==> src/hdl/rpn_pkg.sv <==
// ----------------------------------------------------------------------------
// rpn_pkg
// Shared types and constants of the postfix integer evaluator: beat payloads,
// character codes, status codes and the controller/datapath interface.
// ----------------------------------------------------------------------------
package rpn_pkg;

  localparam int VALUE_WIDTH = 32;

  // character codes
  localparam logic [7:0] CH_PLUS  = 8'h2B;
  localparam logic [7:0] CH_MINUS = 8'h2D;
  localparam logic [7:0] CH_STAR  = 8'h2A;
  localparam logic [7:0] CH_SLASH = 8'h2F;
  localparam logic [7:0] CH_DOT   = 8'h2E;
  localparam logic [7:0] CH_SPACE = 8'h20;
  localparam logic [7:0] CH_ZERO  = 8'h30;
  localparam logic [7:0] CH_NINE  = 8'h39;

  // status codes
  localparam logic [2:0] ST_OK      = 3'd0;
  localparam logic [2:0] ST_DIVZERO = 3'd1;
  localparam logic [2:0] ST_UNDER   = 3'd2;
  localparam logic [2:0] ST_OVER    = 3'd3;
  localparam logic [2:0] ST_BADCHAR = 3'd4;

  typedef struct packed {
    logic [7:0] ch;
    logic       last;
  } item_t;

  typedef struct packed {
    logic signed [VALUE_WIDTH-1:0] value;
    logic [2:0]                    status;
  } result_t;

  // controller to datapath
  typedef struct packed {
    logic       load_item;
    logic       do_digit;
    logic       do_dot;
    logic       push_token;
    logic       clear_token;
    logic       set_err;
    logic [2:0] err_code;
    logic       rd_second;
    logic       cap_a;
    logic       cap_b;
    logic       alu_write;
    logic       div_start;
    logic       div_step;
    logic       div_write;
    logic       out_load;
  } cmd_t;

  // datapath to controller
  typedef struct packed {
    logic is_digit;
    logic is_dot;
    logic is_space;
    logic is_op;
    logic is_div;
    logic last;
    logic err_set;
    logic have_digits;
    logic stack_full;
    logic count_lt2;
    logic count_zero;
    logic a_zero;
    logic div_last;
    logic out_free;
  } stat_t;

endpackage

==> src/hdl/postfix_integer_evaluator.sv <==
// per character: idle and decode for a digit, dot, space or bad character;
// + - * add operand reads and execute; / adds the one-bit-per-cycle divider and write-back
// a last character then passes flush and final check before loading the output register
// one character is in work at a time; the output register lets the next one start early
// reset (synchronous, active high) clears the stack count, token, error and output valid;
// stack contents stay undefined until pushed
// ----------------------------------------------------------------------------
// postfix_integer_evaluator
// Reverse Polish integer expression evaluator fed one character per beat,
// giving one result beat (top of stack and status) per expression.
// ----------------------------------------------------------------------------
module postfix_integer_evaluator #(
  parameter int STACK_DEPTH = 16
) (
  input  logic             clk,
  input  logic             rst,
  input  logic             item_valid,
  output logic             item_ready,
  input  rpn_pkg::item_t   item,
  output logic             result_valid,
  input  logic             result_ready,
  output rpn_pkg::result_t result
);
  import rpn_pkg::*;

  // command and status buses between controller and datapath
  cmd_t  cmd;
  stat_t stat;

  // state machine: decode, operand fetch, execute, divide, end of expression
  rpn_ctrl u_ctrl (
    .clk        (clk),
    .rst        (rst),
    .item_valid (item_valid),
    .item_ready (item_ready),
    .stat       (stat),
    .cmd        (cmd)
  );

  // stack memory, token builder, arithmetic, divider and output register
  rpn_dp #(
    .STACK_DEPTH (STACK_DEPTH)
  ) u_dp (
    .clk          (clk),
    .rst          (rst),
    .item         (item),
    .cmd          (cmd),
    .stat         (stat),
    .result_valid (result_valid),
    .result_ready (result_ready),
    .result       (result)
  );

`ifndef SYNTH
  // a beat taken moves the controller out of idle
  a_busy_after_take: assert property (@(posedge clk) disable iff (rst)
    (item_valid && item_ready) |=> !item_ready)
    else $error("input taken while a character is still in work");

  // the divider never starts on a zero divisor
  a_no_div_zero: assert property (@(posedge clk) disable iff (rst)
    cmd.div_start |-> !stat.a_zero)
    else $error("divider started with zero divisor");

  // a push never goes past the top of the stack
  a_no_overflow_push: assert property (@(posedge clk) disable iff (rst)
    cmd.push_token |-> !stat.stack_full)
    else $error("push onto full stack");

  // a result leaves the evaluator cleared for the next expression
  a_clear_after_result: assert property (@(posedge clk) disable iff (rst)
    cmd.out_load |=> (stat.count_zero && !stat.err_set && !stat.have_digits))
    else $error("state not cleared after result");
`endif

endmodule

==> src/hdl/rpn_dp.sv <==
// ----------------------------------------------------------------------------
// rpn_dp
// Datapath: character register, pending token, value stack memory, operand
// registers, add/subtract/multiply unit, radix-2 divider and result register.
// ----------------------------------------------------------------------------
module rpn_dp #(
  parameter int STACK_DEPTH = 16
) (
  input  logic            clk,
  input  logic            rst,
  input  rpn_pkg::item_t  item,
  input  rpn_pkg::cmd_t   cmd,
  output rpn_pkg::stat_t  stat,
  output logic            result_valid,
  input  logic            result_ready,
  output rpn_pkg::result_t result
);
  import rpn_pkg::*;

  localparam int W  = VALUE_WIDTH;
  localparam int AW = (STACK_DEPTH > 1) ? $clog2(STACK_DEPTH) : 1;
  localparam int CW = $clog2(STACK_DEPTH + 1);
  localparam int DW = $clog2(W);

  logic [7:0]    cur_ch;
  logic          cur_last;
  logic [W-1:0]  pending;
  logic          have_digits;
  logic          after_dot;
  logic [CW-1:0] count;
  logic [2:0]    err;
  logic [W-1:0]  a_val;
  logic [W-1:0]  b_val;

  logic [W-1:0]  stack_mem [STACK_DEPTH];
  logic [W-1:0]  mem_q;

  logic [W-1:0]  div_quo;
  logic [W-1:0]  div_rem;
  logic [W-1:0]  div_dvsr;
  logic          div_neg;
  logic [DW-1:0] div_cnt;

  logic [CW-1:0] cnt_m1;
  logic [CW-1:0] cnt_m2;
  logic [CW-1:0] rd_idx;
  logic [AW-1:0] wr_addr;
  logic [W-1:0]  wr_data;
  logic          wr_en;
  logic [7:0]    digit_off;
  logic [W-1:0]  digit_val;
  logic [W-1:0]  alu_res;
  logic [W-1:0]  div_res;
  logic [W:0]    rem_sh;
  logic [W:0]    rem_diff;

  assign cnt_m1 = count - CW'(1);
  assign cnt_m2 = count - CW'(2);
  assign rd_idx = cmd.rd_second ? cnt_m2 : cnt_m1;

  assign digit_off = cur_ch - CH_ZERO;
  assign digit_val = {{(W-4){1'b0}}, digit_off[3:0]};

  // operands: a is the top, b the one below
  always_comb begin
    case (cur_ch)
      CH_PLUS:  alu_res = b_val + a_val;
      CH_MINUS: alu_res = b_val - a_val;
      default:  alu_res = W'(b_val * a_val);
    endcase
  end

  assign div_res  = div_neg ? (W'(0) - div_quo) : div_quo;
  assign rem_sh   = {div_rem, div_quo[W-1]};
  assign rem_diff = rem_sh - {1'b0, div_dvsr};

  assign wr_en   = cmd.push_token | cmd.alu_write | cmd.div_write;
  assign wr_addr = cmd.push_token ? count[AW-1:0] : cnt_m2[AW-1:0];
  assign wr_data = cmd.push_token ? pending : (cmd.alu_write ? alu_res : div_res);

  // value stack
  always_ff @(posedge clk) begin
    if (wr_en) begin
      stack_mem[wr_addr] <= wr_data;
    end
    mem_q <= stack_mem[rd_idx[AW-1:0]];
  end

  // character and operand registers
  always_ff @(posedge clk) begin
    if (cmd.load_item) begin
      cur_ch   <= item.ch;
      cur_last <= item.last;
    end
    if (cmd.cap_a) begin
      a_val <= mem_q;
    end
    if (cmd.cap_b) begin
      b_val <= mem_q;
    end
  end

  // divider on magnitudes, one quotient bit per cycle
  always_ff @(posedge clk) begin
    if (cmd.div_start) begin
      div_quo  <= b_val[W-1] ? (W'(0) - b_val) : b_val;
      div_dvsr <= a_val[W-1] ? (W'(0) - a_val) : a_val;
      div_rem  <= '0;
      div_neg  <= a_val[W-1] ^ b_val[W-1];
      div_cnt  <= '0;
    end else if (cmd.div_step) begin
      div_rem  <= rem_diff[W] ? rem_sh[W-1:0] : rem_diff[W-1:0];
      div_quo  <= {div_quo[W-2:0], ~rem_diff[W]};
      div_cnt  <= div_cnt + DW'(1);
    end
  end

  // token, stack count and error
  always_ff @(posedge clk) begin
    if (rst || cmd.out_load) begin
      pending     <= '0;
      have_digits <= 1'b0;
      after_dot   <= 1'b0;
      count       <= '0;
      err         <= ST_OK;
    end else begin
      if (cmd.clear_token) begin
        pending     <= '0;
        have_digits <= 1'b0;
        after_dot   <= 1'b0;
      end else if (cmd.do_digit) begin
        if (!after_dot) begin
          pending <= (pending << 3) + (pending << 1) + digit_val;
        end
        have_digits <= 1'b1;
      end else if (cmd.do_dot) begin
        after_dot   <= 1'b1;
        have_digits <= 1'b1;
      end
      if (cmd.push_token) begin
        count <= count + CW'(1);
      end else if (cmd.alu_write || cmd.div_write) begin
        count <= cnt_m1;
      end
      if (cmd.set_err) begin
        err <= cmd.err_code;
      end
    end
  end

  // result register
  always_ff @(posedge clk) begin
    if (rst) begin
      result_valid <= 1'b0;
    end else if (cmd.out_load) begin
      result_valid <= 1'b1;
    end else if (result_ready) begin
      result_valid <= 1'b0;
    end
  end

  always_ff @(posedge clk) begin
    if (cmd.out_load) begin
      result.value  <= (err == ST_OK) ? mem_q : '0;
      result.status <= err;
    end
  end

  assign stat.is_digit    = (cur_ch >= CH_ZERO) && (cur_ch <= CH_NINE);
  assign stat.is_dot      = (cur_ch == CH_DOT);
  assign stat.is_space    = (cur_ch == CH_SPACE);
  assign stat.is_op       = (cur_ch == CH_PLUS) || (cur_ch == CH_MINUS) ||
                            (cur_ch == CH_STAR) || (cur_ch == CH_SLASH);
  assign stat.is_div      = (cur_ch == CH_SLASH);
  assign stat.last        = cur_last;
  assign stat.err_set     = (err != ST_OK);
  assign stat.have_digits = have_digits;
  assign stat.stack_full  = (count >= CW'(STACK_DEPTH));
  assign stat.count_lt2   = (count < CW'(2));
  assign stat.count_zero  = (count == '0);
  assign stat.a_zero      = (a_val == '0);
  assign stat.div_last    = (div_cnt == DW'(W - 1));
  assign stat.out_free    = !result_valid || result_ready;

endmodule

==> src/hdl/rpn_ctrl.sv <==
// ----------------------------------------------------------------------------
// rpn_ctrl
// Controller: sequences one character at a time through decode, operand
// reads, arithmetic or division, and the end-of-expression steps.
// ----------------------------------------------------------------------------
module rpn_ctrl (
  input  logic           clk,
  input  logic           rst,
  input  logic           item_valid,
  output logic           item_ready,
  input  rpn_pkg::stat_t stat,
  output rpn_pkg::cmd_t  cmd
);
  import rpn_pkg::*;

  localparam logic [3:0] S_IDLE   = 4'd0;
  localparam logic [3:0] S_DECODE = 4'd1;
  localparam logic [3:0] S_RDA    = 4'd2;
  localparam logic [3:0] S_RDB    = 4'd3;
  localparam logic [3:0] S_EXEC   = 4'd4;
  localparam logic [3:0] S_DIV    = 4'd5;
  localparam logic [3:0] S_DIVW   = 4'd6;
  localparam logic [3:0] S_FLUSH  = 4'd7;
  localparam logic [3:0] S_FIN    = 4'd8;
  localparam logic [3:0] S_OUT    = 4'd9;

  logic [3:0] state;
  logic [3:0] state_next;
  logic [3:0] after_char;

  assign item_ready = (state == S_IDLE);
  assign after_char = stat.last ? S_FLUSH : S_IDLE;

  always_ff @(posedge clk) begin
    if (rst) begin
      state <= S_IDLE;
    end else begin
      state <= state_next;
    end
  end

  always_comb begin
    cmd        = '0;
    state_next = state;
    unique case (state)
      S_IDLE: begin
        if (item_valid) begin
          cmd.load_item = 1'b1;
          state_next    = S_DECODE;
        end
      end
      S_DECODE: begin
        state_next = after_char;
        if (stat.err_set) begin
          // sticky error: character ignored
        end else if (stat.is_digit) begin
          cmd.do_digit = 1'b1;
        end else if (stat.is_dot) begin
          cmd.do_dot = 1'b1;
        end else if (stat.is_space) begin
          cmd.clear_token = 1'b1;
          if (stat.have_digits && stat.stack_full) begin
            cmd.set_err  = 1'b1;
            cmd.err_code = ST_OVER;
          end else if (stat.have_digits) begin
            cmd.push_token = 1'b1;
          end
        end else if (stat.is_op) begin
          if (stat.count_lt2) begin
            cmd.set_err  = 1'b1;
            cmd.err_code = ST_UNDER;
          end else begin
            state_next = S_RDA;
          end
        end else begin
          cmd.set_err  = 1'b1;
          cmd.err_code = ST_BADCHAR;
        end
      end
      S_RDA: begin
        cmd.cap_a     = 1'b1;
        cmd.rd_second = 1'b1;
        state_next    = S_RDB;
      end
      S_RDB: begin
        cmd.cap_b  = 1'b1;
        state_next = S_EXEC;
      end
      S_EXEC: begin
        if (!stat.is_div) begin
          cmd.alu_write = 1'b1;
          state_next    = after_char;
        end else if (stat.a_zero) begin
          cmd.set_err  = 1'b1;
          cmd.err_code = ST_DIVZERO;
          state_next   = after_char;
        end else begin
          cmd.div_start = 1'b1;
          state_next    = S_DIV;
        end
      end
      S_DIV: begin
        cmd.div_step = 1'b1;
        if (stat.div_last) begin
          state_next = S_DIVW;
        end
      end
      S_DIVW: begin
        cmd.div_write = 1'b1;
        state_next    = after_char;
      end
      S_FLUSH: begin
        if (!stat.err_set) begin
          cmd.clear_token = 1'b1;
          if (stat.have_digits && stat.stack_full) begin
            cmd.set_err  = 1'b1;
            cmd.err_code = ST_OVER;
          end else if (stat.have_digits) begin
            cmd.push_token = 1'b1;
          end
        end
        state_next = S_FIN;
      end
      S_FIN: begin
        if (!stat.err_set && stat.count_zero) begin
          cmd.set_err  = 1'b1;
          cmd.err_code = ST_UNDER;
        end
        state_next = S_OUT;
      end
      S_OUT: begin
        if (stat.out_free) begin
          cmd.out_load = 1'b1;
          state_next   = S_IDLE;
        end
      end
      default: begin
        state_next = S_IDLE;
      end
    endcase
  end

endmodule
==> config.mk <==
export PLATFORM = sky130hd
export DESIGN_NAME = postfix_integer_evaluator
export DESIGN_NICKNAME = d
export VERILOG_FILES = /design/src/hdl/rpn_pkg.sv /design/src/hdl/postfix_integer_evaluator.sv /design/src/hdl/rpn_dp.sv /design/src/hdl/rpn_ctrl.sv
export SDC_FILE = /design/constraint.sdc
export NUM_CORES = 2
export LEC_CHECK = 0
export ABC_AREA = 1
export BUFFER_PORTS_ARGS = -buffer_cell sky130_fd_sc_hd__buf_4
export CAP_MARGIN = 20
export CORE_UTILIZATION = 48
export DETAILED_ROUTE_END_ITERATION = 10
export PLACE_DENSITY_LB_ADDON = 0.12
export SYNTH_ARGS = -nofsm -noshare
export SYNTH_HDL_FRONTEND = slang
export SYNTH_SLANG_ARGS = --single-unit
==> constraint.sdc <==
create_clock -name clk -period 6.65 [get_ports clk]
set_input_delay 1.33 -clock clk [delete_from_list [all_inputs] [get_ports clk]]
set_output_delay 1.33 -clock clk [all_outputs]
set_load 0.01 [all_outputs]
==> results_dict.tcl <==
set metrics [dict create \
    layout_worst_path_cycle_share_pct 107.2 \
    multiInputGateArea_um2 28410 \
    dp_cells 7873 \
    cts_tree "yes" \
    drv_slew 0 \
    num_vias 43478 \
    hold_path_startpoint "u_dp.after_dot" \
    fin_cells 8046 \
    fin_nets 7142 \
    cts_sinks 801 \
    clockBufferDepth 3 \
    synth_top_area_share_pct 36.81 \
    r2r-start "u_dp.a_val[4]" \
    track_usage_pct 29.32 \
    routedWlPerCell_um 21.36 \
    async_flop_share_pct 0 \
    cts_root_buf "clkbuf_16" \
    postSynthCellCount 6248 \
    ys_ff_latch 801 \
    cp.required_ns 7.08 \
    route.detailed.drc 0 \
    antenna_found_initial 8 \
    status "finished with violations" \
    die_x_um 343.2 \
    dieArea_um2 117800 \
    clock_latency_ns 0.68 \
    crit_fanout 7 \
    synthTopCellsByArea "edfxtp_1, fa_1, nand2_1" \
    hold_path.class "flop to flop" \
    layout_commonest_cell "nand2_1" \
    fin_crit_ns 7.129 \
    hold_violations 0 \
    synth_nets 6928 \
    ys_types 66 \
    totalWireLength_um 171800 \
    grt_pass1_wl_um 259200 \
    ys.flop_type "edfxtp_1" \
    cts_buffers 85 \
    r2r_cells 28 \
    grt_setup_unrepaired "true" \
    final.fill_count 10297 \
    dp_hpwl_um 124500 \
    max-cap-violations 0 \
    drt-initial-drc-count 3981 \
    ios 50 \
    max_stage_delay_ns 0.57 \
    die_y_um 343.2 \
    worstMarginPinSlew_ns 1.125 \
    yosysTopAreaCell "edfxtp_1" \
    grt_max_degree 199 \
    path_common_cell "fa_1" \
    finClkSkew_ns 0.05637 \
    place.gp.congestion 0.9720 \
    setup_viol 336 \
    core.rowCount 124 \
    dr.pass1.iters 6 \
    violations "negative setup slack" \
    drive_gt1_share_pct 11.89 \
    endpoint_kind "flop" \
    regArea_um2 22890 \
    syn_area_per_cell_um2 8.945 \
    min_to "u_dp.after_dot" \
    reg2reg_to "u_dp.stack_mem[4][26]" \
    reg2reg_slack_ns -0.48 \
    cts-htree-levels 3 \
    grt-ovfl-total 0 \
    synth_edf_count 685 \
    core-area_um2 114800 \
    detail-route-antenna-nets 0 \
    syn_area_um2 55890 \
    viasPerCell 5.404 \
    crit_arrival_ns 7.56 \
    start_kind "flop" \
    setup_slack_ns -0.4790 \
    ys_seq_area_share_pct 40.96 \
    port_buffers 49 \
    slowest_stage "fa_1" \
    fmaxAchievable_mhz 140.3 \
    min_delay_path_depth 2 \
    relSlewSlack_pct 24.83 \
    final_cell_mix "nand2_1, inv_1, edfxtp_1" \
    path_class "flop to flop" \
    grt_pass1_vias 42354 \
    yosysWarningCount 0 \
    area_growth_pct 14.84 \
    start_util_pct 48.68 \
    cts.clk_slew.worst_paths_ns 0.06 \
]
[Yosys cell counts, drive strengths merged, types with 20 or more instances]
cell,instances
a21oi,232
edfxtp,685
inv,1086
nand2,1182
clkbuf,214
buf,91
nor2,663
o211ai,49
dfxtp,116
nor4,22
o221ai,46
o21ai,606
o32ai,29
nor3,90
fa,412
nand3,139
xor2,108
o21bai,21
xnor2,58
ha,255
nand4,25
or2,20
[flip-flops by register name, summed over array words and instances, names as in the netlist]
signal and count:
u_dp.pending 32, u_dp.result_valid 1, u_dp.count 5, u_dp.mem_q 32
u_dp.div_cnt 5, u_dp.cur_last 1, u_dp.after_dot 1, u_dp.cur_ch 8
u_dp.result 35, u_dp.have_digits 1, u_dp.div_rem 32, u_dp.div_dvsr 32
u_dp.b_val 32, u_dp.a_val 32, u_dp.err 3, u_dp.stack_mem 512
u_dp.div_quo 32, u_dp.div_neg 1, u_ctrl.state 4
[metrics by stage]
stage	TNS, ns	util [%]	worst slack [ns]	hold slack (ns)	cell area [um^2]
2_1_floorplan	0	-	0.002361	0.4256	55990
3_3_place_gp	-125.07	52.70	-0.6853	0.4420	60510
3_5_place_dp	-139.84	52.70	-0.7720	0.4514	60510
4_1_cts	-96.61	55.69	-0.5023	0.4594	63940
5_1_grt	-190.82	55.90	-0.7402	0.4798	64180
6_report	-101.06	55.90	-0.4790	0.4637	64180
[per-layer routing]
layer | GRT usage, % | routed length (um) | up-vias
met1 | 40.02 | 73640 | 21241
met3 | 3.039 | 10480 | 264
met5 | 0 | 0 | -
li1 | - | - | 20592
met2 | 48.56 | 81640 | 1381
met4 | 10.65 | 6091 | 0
[layout make-up]
type / count / share of cell area, %
clock inverters: 49 / 1.074
diodes: 1 / 0.003899
well taps: 1512 / 2.948
flip-flops and latches: 801 / 35.67
inverters: 1091 / 6.414
repair inverters: 2 / 0.01949
clock buffers: 109 / 3.610
multi-input cells: 4051 / 44.27
repair buffers: 430 / 5.995
[logic make-up after synthesis]
logic type      synth area share (%)
flops                          40.96
fa+ha+maj                      20.47
xor+xnor                       2.601
compound gates                 10.78
buf+inv                        9.551
simple gates                   15.64
[worst max path at each step]
stage	endpoint	slack [ns]	startpoint
finish	u_dp.stack_mem[4][26]	-0.48	u_dp.a_val[4]
global route	u_dp.stack_mem[1][30]	-0.74	u_dp.a_val[2]
CTS	u_dp.stack_mem[4][26]	-0.50	u_dp.a_val[5]
detailed placement	u_dp.stack_mem[10][28]	-0.77	u_dp.a_val[2]
global placement	u_dp.stack_mem[10][29]	-0.69	u_dp.a_val[4]
floorplan	u_dp.stack_mem[0][30]	0.002	u_dp.b_val[10]
[critical path: cells and delay by family (launching register included)]
kind | cells | cell delay (ns)
AND/OR/NAND/NOR | 9 | 0.91
adder cells (fa/ha/maj) | 9 | 4.33
AO/OA/AOI/OAI | 3 | 0.44
buffers and inverters | 7 | 0.84
flip-flops | 1 | 0.36
[timing repair]
action	4_1_cts	5_1_grt
cloned	2	0
gates resized for setup	65	47
hold buffers	0	0
pin swaps	5	18
setup endpoints to repair	336	352
buffers inserted	8	4
Power is left out: the tool's default activity adds up to more than one toggle a clock period on the data nets, which glitch-free logic cannot reach.
